File: src/design/aecd_pkg.sv
// types, codes and lookup functions of the escape command decoder
`timescale 1ns / 1ps

package aecd_pkg;

  localparam int ACCUM_W = 14;
  localparam int POS_W   = 15;
  localparam int PADDR_W = 3;

  localparam logic REG_SCREEN_WIDTH = 1'b0;
  localparam logic [7:0] SCREEN_WIDTH_RESET = 8'd80;

  localparam logic [7:0] CH_ESC      = 8'h1B;
  localparam logic [7:0] CH_LBRACKET = 8'h5B;
  localparam logic [7:0] CH_SEMI     = 8'h3B;
  localparam logic [7:0] CH_ZERO     = 8'h30;
  localparam logic [7:0] CH_NINE     = 8'h39;
  localparam logic [7:0] CH_UP_A     = 8'h41;
  localparam logic [7:0] CH_UP_Z     = 8'h5A;
  localparam logic [7:0] CH_LO_A     = 8'h61;
  localparam logic [7:0] CH_LO_Z     = 8'h7A;
  localparam logic [7:0] CH_SAVE     = 8'h73;
  localparam logic [7:0] CH_RESTORE  = 8'h75;
  localparam logic [7:0] CH_ERASE_EOL = 8'h4B;
  localparam logic [7:0] CH_CUP_H    = 8'h48;
  localparam logic [7:0] CH_CUP_F    = 8'h66;
  localparam logic [7:0] CH_CUU      = 8'h41;
  localparam logic [7:0] CH_CUD      = 8'h42;
  localparam logic [7:0] CH_CUF      = 8'h43;
  localparam logic [7:0] CH_CUB      = 8'h44;
  localparam logic [7:0] CH_ED       = 8'h4A;
  localparam logic [7:0] CH_SGR      = 8'h6D;

  localparam logic [ACCUM_W-1:0] ED_ALL      = 14'd2;
  localparam logic [ACCUM_W-1:0] SGR_RESET   = 14'd0;
  localparam logic [ACCUM_W-1:0] SGR_BOLD    = 14'd1;
  localparam logic [ACCUM_W-1:0] SGR_DIM     = 14'd2;
  localparam logic [ACCUM_W-1:0] SGR_BLINK   = 14'd5;
  localparam logic [ACCUM_W-1:0] SGR_FG_LO   = 14'd30;
  localparam logic [ACCUM_W-1:0] SGR_FG_HI   = 14'd37;
  localparam logic [ACCUM_W-1:0] SGR_BG_LO   = 14'd40;
  localparam logic [ACCUM_W-1:0] SGR_BG_HI   = 14'd47;
  localparam logic [7:0] ATTR_BOLD = 8'd8;
  localparam logic [7:0] ATTR_DIM  = 8'd128;

  typedef enum logic [3:0] {
    CMD_NONE       = 4'd0,
    CMD_SET_CURSOR = 4'd1,
    CMD_SET_ROW    = 4'd2,
    CMD_SET_COL    = 4'd3,
    CMD_ERASE      = 4'd4,
    CMD_CLEAR      = 4'd5,
    CMD_FG         = 4'd6,
    CMD_BG         = 4'd7,
    CMD_BLINK      = 4'd8,
    CMD_OR_ATTR    = 4'd9
  } cmd_code_t;

  typedef enum logic [2:0] {
    MODE_NORMAL  = 3'b001,
    MODE_BRACKET = 3'b010,
    MODE_PARAMS  = 3'b100
  } parse_mode_t;

  typedef enum logic [3:0] {
    S_IDLE   = 4'b0001,
    S_DECODE = 4'b0010,
    S_MASK   = 4'b0100,
    S_SGR    = 4'b1000
  } ctrl_state_t;

  typedef struct packed {
    logic latch_in;
    logic decode_commit;
    logic mask_load;
    logic sgr_emit;
    logic sgr_skip;
    logic none_emit;
  } aecd_cmd_t;

  typedef struct packed {
    logic is_m;
    logic out_free;
    logic mask_zero;
    logic mask_bit;
    logic rest_zero;
  } aecd_sts_t;

  typedef struct packed {
    logic      hit;
    cmd_code_t cmd;
    logic [7:0] value;
  } sgr_res_t;

  function automatic logic [7:0] vga_fg(input logic [2:0] idx);
    logic [7:0] v;
    case (idx)
      3'd0: v = 8'd0;
      3'd1: v = 8'd4;
      3'd2: v = 8'd2;
      3'd3: v = 8'd6;
      3'd4: v = 8'd1;
      3'd5: v = 8'd5;
      3'd6: v = 8'd3;
      3'd7: v = 8'd15;
      default: v = 8'd0;
    endcase
    return v;
  endfunction

  function automatic logic [7:0] vga_bg(input logic [2:0] idx);
    logic [7:0] v;
    case (idx)
      3'd0: v = 8'd0;
      3'd1: v = 8'd4;
      3'd2: v = 8'd2;
      3'd3: v = 8'd6;
      3'd4: v = 8'd1;
      3'd5: v = 8'd5;
      3'd6: v = 8'd3;
      3'd7: v = 8'd7;
      default: v = 8'd0;
    endcase
    return v;
  endfunction

  function automatic sgr_res_t sgr_decode(input logic [ACCUM_W-1:0] p);
    sgr_res_t r;
    logic [ACCUM_W-1:0] off_fg;
    logic [ACCUM_W-1:0] off_bg;
    off_fg  = p - SGR_FG_LO;
    off_bg  = p - SGR_BG_LO;
    r.hit   = 1'b1;
    r.cmd   = CMD_NONE;
    r.value = 8'd0;
    if (p == SGR_RESET) begin
      r.cmd = CMD_BLINK;
    end else if (p == SGR_BOLD) begin
      r.cmd   = CMD_OR_ATTR;
      r.value = ATTR_BOLD;
    end else if (p == SGR_DIM) begin
      r.cmd   = CMD_OR_ATTR;
      r.value = ATTR_DIM;
    end else if (p == SGR_BLINK) begin
      r.cmd   = CMD_BLINK;
      r.value = 8'd1;
    end else if (p >= SGR_FG_LO && p <= SGR_FG_HI) begin
      r.cmd   = CMD_FG;
      r.value = vga_fg(off_fg[2:0]);
    end else if (p >= SGR_BG_LO && p <= SGR_BG_HI) begin
      r.cmd   = CMD_BG;
      r.value = vga_bg(off_bg[2:0]);
    end else begin
      r.hit = 1'b0;
    end
    return r;
  endfunction

endpackage

File: src/design/aecd_datapath.sv
// datapath: parse state, parameter store, command decode and result register
`timescale 1ns / 1ps

module aecd_datapath import aecd_pkg::*; #(
  parameter int MAX_DIGITS = 4,
  parameter int MAX_PARAMS = 8
) (
  input  logic                    clk,
  input  logic                    rst,
  input  aecd_cmd_t               cmd,
  output aecd_sts_t               sts,
  input  logic [7:0]              byte_in,
  input  logic [7:0]              cursor_row,
  input  logic [7:0]              cursor_col,
  input  logic                    cfg_we,
  input  logic [7:0]              cfg_wdata,
  output logic [7:0]              screen_width,
  output logic                    out_valid,
  input  logic                    out_stall,
  output logic                    in_sequence,
  output logic [3:0]              command,
  output logic signed [POS_W-1:0] row,
  output logic signed [POS_W-1:0] col,
  output logic [7:0]              value,
  output logic                    last
);

  localparam int PC_W  = $clog2(MAX_PARAMS + 1);
  localparam int IDX_W = $clog2(MAX_PARAMS);
  localparam int DC_W  = $clog2(MAX_DIGITS + 1);

  logic [7:0] in_byte;
  logic [7:0] in_row;
  logic [7:0] in_col;

  parse_mode_t        mode, mode_next;
  logic [DC_W-1:0]    digit_count, digit_count_next;
  logic [ACCUM_W-1:0] accum_value, accum_value_next;
  logic [PC_W-1:0]    param_count, param_count_next;
  logic [ACCUM_W-1:0] param_store [MAX_PARAMS];
  logic [7:0]         mark_row;
  logic [7:0]         mark_col;
  logic [PC_W-1:0]    sgr_count, sgr_count_next;
  logic [MAX_PARAMS-1:0] sgr_mask, mask_calc, idx_oh, mask_rest;
  logic [IDX_W-1:0]   sgr_idx;

  logic store_we;
  logic save_we;
  logic cnt_lt;
  logic is_digit;
  logic is_letter;
  logic [ACCUM_W-1:0] p0;
  logic [ACCUM_W-1:0] p1;
  logic [POS_W-1:0] crow;
  logic [POS_W-1:0] ccol;
  logic [POS_W-1:0] p0_ext;
  logic [POS_W-1:0] p1_ext;

  logic            dec_seq;
  cmd_code_t       dec_cmd;
  logic [POS_W-1:0] dec_row;
  logic [POS_W-1:0] dec_col;
  logic [7:0]      dec_value;
  logic            dec_is_m;
  sgr_res_t        cur_sgr;
  logic            out_load;
  logic            out_free;

  always_ff @(posedge clk) begin
    if (cmd.latch_in) begin
      in_byte <= byte_in;
      in_row  <= cursor_row;
      in_col  <= cursor_col;
    end
  end

  assign cnt_lt    = param_count < PC_W'(MAX_PARAMS);
  assign is_digit  = (in_byte >= CH_ZERO) && (in_byte <= CH_NINE);
  assign is_letter = ((in_byte >= CH_UP_A) && (in_byte <= CH_UP_Z)) ||
                     ((in_byte >= CH_LO_A) && (in_byte <= CH_LO_Z));
  assign p0     = (param_count == PC_W'(0)) ? accum_value : param_store[0];
  assign p1     = (param_count == PC_W'(1)) ? accum_value : param_store[1];
  assign crow   = {{(POS_W - 8){1'b0}}, in_row};
  assign ccol   = {{(POS_W - 8){1'b0}}, in_col};
  assign p0_ext = {{(POS_W - ACCUM_W){1'b0}}, p0};
  assign p1_ext = {{(POS_W - ACCUM_W){1'b0}}, p1};

  always_comb begin
    mode_next        = mode;
    digit_count_next = digit_count;
    accum_value_next = accum_value;
    param_count_next = param_count;
    sgr_count_next   = sgr_count;
    store_we         = 1'b0;
    save_we          = 1'b0;
    dec_seq          = 1'b1;
    dec_cmd          = CMD_NONE;
    dec_row          = '0;
    dec_col          = '0;
    dec_value        = 8'd0;
    dec_is_m         = 1'b0;
    case (mode)
      MODE_NORMAL: begin
        if (in_byte == CH_ESC) begin
          mode_next = MODE_BRACKET;
        end else begin
          dec_seq = 1'b0;
        end
      end
      MODE_BRACKET: begin
        if (in_byte == CH_LBRACKET) begin
          mode_next        = MODE_PARAMS;
          param_count_next = '0;
          digit_count_next = '0;
          accum_value_next = '0;
        end else begin
          mode_next = MODE_NORMAL;
          dec_seq   = 1'b0;
        end
      end
      MODE_PARAMS: begin
        if (in_byte == CH_SEMI) begin
          store_we         = cnt_lt;
          param_count_next = cnt_lt ? param_count + PC_W'(1) : param_count;
          digit_count_next = '0;
          accum_value_next = '0;
        end else if (is_digit) begin
          if (digit_count >= DC_W'(MAX_DIGITS)) begin
            mode_next        = MODE_NORMAL;
            param_count_next = '0;
            digit_count_next = '0;
            accum_value_next = '0;
          end else begin
            accum_value_next = accum_value * ACCUM_W'(10) +
                               ACCUM_W'(in_byte - CH_ZERO);
            digit_count_next = digit_count + DC_W'(1);
          end
        end else if (is_letter) begin
          store_we         = cnt_lt;
          sgr_count_next   = cnt_lt ? param_count + PC_W'(1) : param_count;
          mode_next        = MODE_NORMAL;
          param_count_next = '0;
          digit_count_next = '0;
          accum_value_next = '0;
          case (in_byte)
            CH_SAVE: save_we = 1'b1;
            CH_RESTORE: begin
              dec_cmd = CMD_SET_CURSOR;
              dec_row = {{(POS_W - 8){1'b0}}, mark_row};
              dec_col = {{(POS_W - 8){1'b0}}, mark_col};
            end
            CH_ERASE_EOL: begin
              dec_cmd   = CMD_ERASE;
              dec_row   = crow;
              dec_col   = ccol;
              dec_value = screen_width;
            end
            CH_CUP_H, CH_CUP_F: begin
              dec_cmd = CMD_SET_CURSOR;
              dec_row = p0_ext;
              dec_col = p1_ext;
            end
            CH_CUU: begin
              dec_cmd = CMD_SET_ROW;
              dec_row = crow - p0_ext;
              dec_col = ccol;
            end
            CH_CUD: begin
              dec_cmd = CMD_SET_ROW;
              dec_row = crow + p0_ext;
              dec_col = ccol;
            end
            CH_CUF: begin
              dec_cmd = CMD_SET_COL;
              dec_row = crow;
              dec_col = ccol + p0_ext;
            end
            CH_CUB: begin
              dec_cmd = CMD_SET_COL;
              dec_row = crow;
              dec_col = ccol - p0_ext;
            end
            CH_ED: begin
              if (p0 == ED_ALL) begin
                dec_cmd = CMD_CLEAR;
              end
            end
            CH_SGR: dec_is_m = 1'b1;
            default: dec_cmd = CMD_NONE;
          endcase
        end
      end
      default: mode_next = MODE_NORMAL;
    endcase
  end

  // sgr walk: one stored parameter per cycle unless a stalled result register holds an emit
  assign cur_sgr   = sgr_decode(param_store[sgr_idx]);
  assign idx_oh    = {{(MAX_PARAMS - 1){1'b0}}, 1'b1} << sgr_idx;
  assign mask_rest = sgr_mask & ~idx_oh;

  always_comb begin
    sgr_res_t chk;
    chk = '0;
    for (int i = 0; i < MAX_PARAMS; i++) begin
      chk          = sgr_decode(param_store[i]);
      mask_calc[i] = (PC_W'(i) < sgr_count) && chk.hit;
    end
  end

  always_ff @(posedge clk) begin
    if (rst) begin
      mode        <= MODE_NORMAL;
      digit_count <= '0;
      accum_value <= '0;
      param_count <= '0;
      mark_row    <= 8'd0;
      mark_col    <= 8'd0;
      sgr_count   <= '0;
      for (int i = 0; i < MAX_PARAMS; i++) begin
        param_store[i] <= '0;
      end
    end else if (cmd.decode_commit) begin
      mode        <= mode_next;
      digit_count <= digit_count_next;
      accum_value <= accum_value_next;
      param_count <= param_count_next;
      sgr_count   <= sgr_count_next;
      if (store_we) begin
        param_store[param_count[IDX_W-1:0]] <= accum_value;
      end
      if (save_we) begin
        mark_row <= in_row;
        mark_col <= in_col;
      end
    end
  end

  always_ff @(posedge clk) begin
    if (cmd.mask_load) begin
      sgr_mask <= mask_calc;
      sgr_idx  <= '0;
    end else if (cmd.sgr_emit || cmd.sgr_skip) begin
      sgr_mask <= mask_rest;
      sgr_idx  <= sgr_idx + IDX_W'(1);
    end
  end

  always_ff @(posedge clk) begin
    if (rst) begin
      screen_width <= SCREEN_WIDTH_RESET;
    end else if (cfg_we) begin
      screen_width <= cfg_wdata;
    end
  end

  // result register
  assign out_free = !out_valid || !out_stall;
  assign out_load = (cmd.decode_commit && !dec_is_m) || cmd.sgr_emit || cmd.none_emit;

  always_ff @(posedge clk) begin
    if (rst) begin
      out_valid <= 1'b0;
    end else if (out_load) begin
      out_valid <= 1'b1;
    end else if (!out_stall) begin
      out_valid <= 1'b0;
    end
  end

  always_ff @(posedge clk) begin
    if (cmd.sgr_emit) begin
      in_sequence <= 1'b1;
      command     <= cur_sgr.cmd;
      row         <= '0;
      col         <= '0;
      value       <= cur_sgr.value;
      last        <= (mask_rest == '0);
    end else if (cmd.none_emit) begin
      in_sequence <= 1'b1;
      command     <= CMD_NONE;
      row         <= '0;
      col         <= '0;
      value       <= 8'd0;
      last        <= 1'b1;
    end else if (out_load) begin
      in_sequence <= dec_seq;
      command     <= dec_cmd;
      row         <= dec_row;
      col         <= dec_col;
      value       <= dec_value;
      last        <= 1'b1;
    end
  end

  assign sts.is_m      = dec_is_m;
  assign sts.out_free  = out_free;
  assign sts.mask_zero = (sgr_mask == '0);
  assign sts.mask_bit  = |(sgr_mask & idx_oh);
  assign sts.rest_zero = (mask_rest == '0);

endmodule

File: src/design/aecd_ctrl.sv
// controller: item sequencing and sgr walk state machine
`timescale 1ns / 1ps

module aecd_ctrl import aecd_pkg::*; (
  input  logic      clk,
  input  logic      rst,
  input  logic      in_valid,
  output logic      in_stall,
  input  aecd_sts_t sts,
  output aecd_cmd_t cmd
);

  ctrl_state_t state, state_next;

  always_comb begin
    state_next = state;
    cmd        = '0;
    case (state)
      S_IDLE: begin
        if (in_valid) begin
          cmd.latch_in = 1'b1;
          state_next   = S_DECODE;
        end
      end
      S_DECODE: begin
        if (sts.is_m) begin
          cmd.decode_commit = 1'b1;
          state_next        = S_MASK;
        end else if (sts.out_free) begin
          cmd.decode_commit = 1'b1;
          state_next        = S_IDLE;
        end
      end
      S_MASK: begin
        cmd.mask_load = 1'b1;
        state_next    = S_SGR;
      end
      S_SGR: begin
        if (sts.mask_zero) begin
          if (sts.out_free) begin
            cmd.none_emit = 1'b1;
            state_next    = S_IDLE;
          end
        end else if (sts.mask_bit) begin
          if (sts.out_free) begin
            cmd.sgr_emit = 1'b1;
            if (sts.rest_zero) begin
              state_next = S_IDLE;
            end
          end
        end else begin
          cmd.sgr_skip = 1'b1;
        end
      end
      default: state_next = S_IDLE;
    endcase
  end

  always_ff @(posedge clk) begin
    if (rst) begin
      state <= S_IDLE;
    end else begin
      state <= state_next;
    end
  end

  assign in_stall = (state != S_IDLE);

endmodule

File: src/design/ansi_escape_command_decoder_top.sv
// top level of the escape command decoder
`timescale 1ns / 1ps

// Takes one text byte per item on the input channel (byte_in with the current
// cursor_row and cursor_col) and returns one or more result items on the
// output channel; last marks the final result of an input item.
// An item is taken at a clock edge with in_valid high and in_stall low, and a
// result is taken with out_valid high and out_stall low.
// The accept edge latches the byte; in the decode state the parse state is
// updated and, once the result register is free, the result is loaded. A
// final 'm' adds a mask state, then walks up to MAX_PARAMS stored parameters
// one per cycle unless a stalled output holds it, with one result per known
// code, or one empty result if none is known. in_stall is high from the accept
// edge until the last result of that item is in the result register; a stalled
// receiver holds the block in that state. screen_width is to be written over
// the APB port at byte address 0 by the user only while the block is idle;
// the block itself does not enforce this. Reads return it, pready is always
// high. Synchronous rst empties the result register, returns parsing to plain
// text, clears the parameter store and saved cursor, sets screen_width to 80.

module ansi_escape_command_decoder_top import aecd_pkg::*; #(
  parameter int MAX_DIGITS = 4,
  parameter int MAX_PARAMS = 8
) (
  input  logic                    clk,
  input  logic                    rst,
  input  logic                    in_valid,
  output logic                    in_stall,
  input  logic [7:0]              byte_in,
  input  logic [7:0]              cursor_row,
  input  logic [7:0]              cursor_col,
  output logic                    out_valid,
  input  logic                    out_stall,
  output logic                    in_sequence,
  output logic [3:0]              command,
  output logic signed [POS_W-1:0] row,
  output logic signed [POS_W-1:0] col,
  output logic [7:0]              value,
  output logic                    last,
  input  logic                    psel,
  input  logic                    penable,
  input  logic                    pwrite,
  input  logic [PADDR_W-1:0]      paddr,
  input  logic [31:0]             pwdata,
  output logic [31:0]             prdata,
  output logic                    pready
);

  aecd_cmd_t  cmd;
  aecd_sts_t  sts;
  logic       cfg_we;
  logic [7:0] screen_width;

  assign pready = 1'b1;
  assign cfg_we = psel && penable && pwrite && (paddr[2] == REG_SCREEN_WIDTH);
  assign prdata = (paddr[2] == REG_SCREEN_WIDTH) ? {24'd0, screen_width} : 32'd0;

  aecd_ctrl u_ctrl (
    .clk      (clk),
    .rst      (rst),
    .in_valid (in_valid),
    .in_stall (in_stall),
    .sts      (sts),
    .cmd      (cmd)
  );

  aecd_datapath #(
    .MAX_DIGITS (MAX_DIGITS),
    .MAX_PARAMS (MAX_PARAMS)
  ) u_datapath (
    .clk          (clk),
    .rst          (rst),
    .cmd          (cmd),
    .sts          (sts),
    .byte_in      (byte_in),
    .cursor_row   (cursor_row),
    .cursor_col   (cursor_col),
    .cfg_we       (cfg_we),
    .cfg_wdata    (pwdata[7:0]),
    .screen_width (screen_width),
    .out_valid    (out_valid),
    .out_stall    (out_stall),
    .in_sequence  (in_sequence),
    .command      (command),
    .row          (row),
    .col          (col),
    .value        (value),
    .last         (last)
  );

endmodule

File: config.mk
export PLATFORM = sky130hd
export DESIGN_NAME = ansi_escape_command_decoder_top
export DESIGN_NICKNAME = d
export VERILOG_FILES = /design/src/design/aecd_pkg.sv /design/src/design/aecd_datapath.sv /design/src/design/aecd_ctrl.sv /design/src/design/ansi_escape_command_decoder_top.sv
export SDC_FILE = /design/constraint.sdc
export NUM_CORES = 1
export LEC_CHECK = 0
export BUFFER_PORTS_ARGS = -buffer_cell sky130_fd_sc_hd__buf_4
export CORE_ASPECT_RATIO = 0.7
export CORE_MARGIN = 8
export CORE_UTILIZATION = 30
export DETAILED_ROUTE_END_ITERATION = 8
export PLACE_DENSITY_LB_ADDON = 0.2
export SETUP_SLACK_MARGIN = 0.05
export SLEW_MARGIN = 20
export SYNTH_ARGS = -nofsm -noshare
export SYNTH_HDL_FRONTEND = slang
export SYNTH_SLANG_ARGS = --single-unit
File: constraint.sdc
create_clock -name clk -period 6.9 [get_ports clk]
set_input_delay 0.345 -clock clk [delete_from_list [all_inputs] [get_ports clk]]
set_output_delay 0.345 -clock clk [all_outputs]
set_load 0.02 [all_outputs]
==> flow_summary.ini <==
[outcome]
status = complete, no violations

[critical_path]
crit_buf_inv = 1
critPathRequiredTime_ps = 7380
cp_cell_sequence = inv_1 > ha_1 > or3b_4 > mux2i_1 > xor2_1 > ha_1 > nand2_1 > a21o_1 > o2111a_1 > o31ai_2 > a21o_1 > mux2i_1 > or3_1 > a2111o_1 > a21oi_1
arrival_ps = 5360
critPathKind = register to register
startpoint_type = register
end_kind = register
cpPeakStageDelay_ps = 700
cp_top_family = compound AO/OA/AOI/OAI gates
slowest_stage = mux2i_1
worstPathMaxFanout = 22
r2r_slack_ps = 2020

[placed_design]
gp_congestion = 0.900
hpwl_um = 34600
portBuffers = 93

[die]
placementRows = 68
die_x_um = 283
start_util_pct = 30.4
ios = 145
chipHeight_um = 203
fp.dieArea_um2 = 57500
core_area_um2 = 49300

[final_layout]
final_nets = 1769
drive_gt1_share_pct = 13.0
syn_to_final_growth_pct = 16.2
n_fill_cell = 5014

[clock_network]
cts_sinks = 251
ctsHtreeMaxLevel = 1
clk_pin_slew_worst_paths_ps = 60
cts_hold_buf = 26
cts_buffer_depth = 3
numCtsBuffers = 27
ctsResizeCount = 0
cts_setup_buffers = 0
cts_tree = built
cts-root-buf = clkbuf_16
insertion_delay_ps = 560

[logic_synthesis]
ys_top_cells_by_area = edfxtp_1 (31%), dfxtp_1 (13%), ha_1 (5.3%)
yosysTopAreaCell = edfxtp_1
ys_top_cells_by_count = edfxtp_1 (157), nand2_1 (137), nor2_1 (130)
synth_edf_count = 157
async_flop_share_pct = 0
yosysSeqAreaShare_pct = 44.0
synth_top_area_share_pct = 31.4
synth.distinct_cells = 92
yosys_warnings = 0
netlist_instances = 1540
synth-main-ff-cell = edfxtp_1
syn_area_um2 = 15000
synth_most_common_cell = edfxtp_1
syn_avg_cell_area_um2 = 9.74
synth-seq-cells = 251

[sta]
maxSlewViolCount = 0
finalSetupViolations = 0
fin_hold_ws_ps = 56.8
grt_setup_unrepaired = no
setup_tns_ps = 0
finClkSkew_ps = 29.9
max-slew-margin-rel_pct = 26.7
period_needed_ps = 4880
worst_pin_slew_ps = 1100
fin_crit_sh_pct = 70.8
final_hold_viol_count = 0
timing.fmax_mhz = 205

[route]
via_per_inst = 5.19
wl_um = 46700
dr_total_vias = 12100
drc = 0
first_pass_iters = 5
ant_nets = 0
wl_per_cell_um = 20.1
drt-initial-drc-count = 1156

[power]
peakVddDrop_mv = 0.142
p_per_area_nw_per_um2 = 191
p_leak_nw = 6.45

[global_routing]
grt_usage_pct = 15.7
grt_pass1_vias = 11500
grt-ovfl-total = 0
antenna_found_initial = 2
grt_pass1_wl_um = 71300
grt_max_degree = 32

[min_path]
hp-class = input pin to register

[flow_run]
cap_viol_max_count = 0
-- metal layers --
| layer | GRT usage (%) | up-vias | share of wire, % |
|---|---|---|---|
| met5 | 0 | - | 0 |
| li1 | - | 5739 | - |
| met3 | 3.15 | 45 | 7.2 |
| met1 | 24.5 | 5902 | 52 |
| met2 | 21.9 | 371 | 40 |
| met4 | 2.68 | 0 | 1.4 |
-- area by class of cell --
cell class | instances | area [µm²] | area share [%]
inverter | 42 | 158 | 0.905
multi-input combinational | 1169 | 7850 | 45.1
clock buffer | 43 | 766 | 4.40
clock inverter | 6 | 56.3 | 0.323
timing repair buffer | 145 | 1150 | 6.62
tap | 665 | 832 | 4.78
antenna | 2 | 5.00 | 0.0287
sequential | 251 | 6600 | 37.9
-- sequential cells by signal (all words and copies together) (netlist names), named ones only --
signal                   cells
u_datapath.param_count       4
u_datapath.in_col            8
u_datapath.in_row            8
u_datapath.digit_count       3
u_datapath.sgr_mask          8
u_datapath.col              15
u_datapath.in_sequence       1
u_datapath.out_valid         1
u_ctrl.state                 4
u_datapath.command           4
u_datapath.mark_col          8
u_datapath.mode              3
u_datapath.param_store     112
u_datapath.mark_row          8
u_datapath.accum_value      14
u_datapath.sgr_count         4
u_datapath.screen_width      8
u_datapath.row              15
u_datapath.value             8
u_datapath.in_byte           8
u_datapath.last              1
u_datapath.sgr_idx           3
-- tightest hold or removal path: stages --
cell and delay [ps]:
buf_4 110, nand2_1 60, a21oi_1 50
-- cell families (layout without fill, tap and decap cells) --
kind of cell               Yosys count  count (layout)  share of synthesized area, %
buffers and inverters              143             236                          4.37
adders and majority gates           67              67                          5.79
AOI/OAI and AO/OA                  325             325                          14.2
and+or+nand+nor                    607             607                          21.1
muxes                               74              74                          6.34
other                                2              27                        0.0501
xor gates and xnor gates            71              71                          4.15
DFF                                251             251                          44.0
-- path summary, 6_finish.rpt --
check | start | end | cells past startpoint
worst min-delay path | pwdata[1] | u_datapath.screen_width[1]$_SDFFE_PP0P_ | 3
worst max register to register | u_datapath.param_count[1]$_SDFFE_PP0P_ | u_datapath.col[13]$_SDFFE_PP0P_ | 15
worst min register to register | u_datapath.col[0]$_SDFFE_PP0P_ | u_datapath.col[0]$_SDFFE_PP0P_ | 2
worst max-delay path | u_datapath.param_count[1]$_SDFFE_PP0P_ | u_datapath.col[13]$_SDFFE_PP0P_ | 15
-- cell usage in the layout, fill, tap and decap left out, types with 17 or more instances in the layout --
cell type / Yosys / layout
a22oi_1: 17 / 17
nor2_1: 130 / 130
a21oi_1: 90 / 90
dlygate4sd3_1: 0 / 26
inv_1: 42 / 41
nor4_1: 17 / 17
dfxtp_1: 94 / 94
conb_1: 2 / 25
and2_1: 124 / 124
nand3_1: 43 / 43
mux2i_1: 52 / 52
nor3_1: 34 / 34
ha_1: 63 / 63
nor2b_1: 26 / 26
o21ai_0: 78 / 72
edfxtp_1: 157 / 157
xor2_1: 27 / 27
clkbuf_16: 0 / 27
nand2_1: 137 / 137
xnor2_1: 44 / 44
buf_4: 26 / 119
-- report_power, final --
| group | total (mW) | switching (mW) | internal [mW] |
|---|---|---|---|
| clock network | 1.39 | 0.600 | 0.793 |
| logic | 0.234 | 0.138 | 0.0956 |
| registers | 1.69 | 0.0507 | 1.64 |
| total | 3.32 | 0.789 | 2.53 |
-- stage by stage --
stage | total power [mW] | worst slack [ps] | area [µm²] | utilization [%] | instances
finish | 3.32 | 2020 | 17400 | 35.3 | 2323
global route | 3.45 | 1750 | 17400 | 35.3 | 2321
CTS | 3.36 | 2070 | 17400 | 35.3 | 2321
detailed placement | 1.95 | 2100 | 16300 | 33.1 | 2246
global placement | 1.94 | 2140 | 16300 | 33.1 | 2246
floorplan | 1.86 | 2340 | 15100 | - | 1563
(Power assumes the default switching activity.)
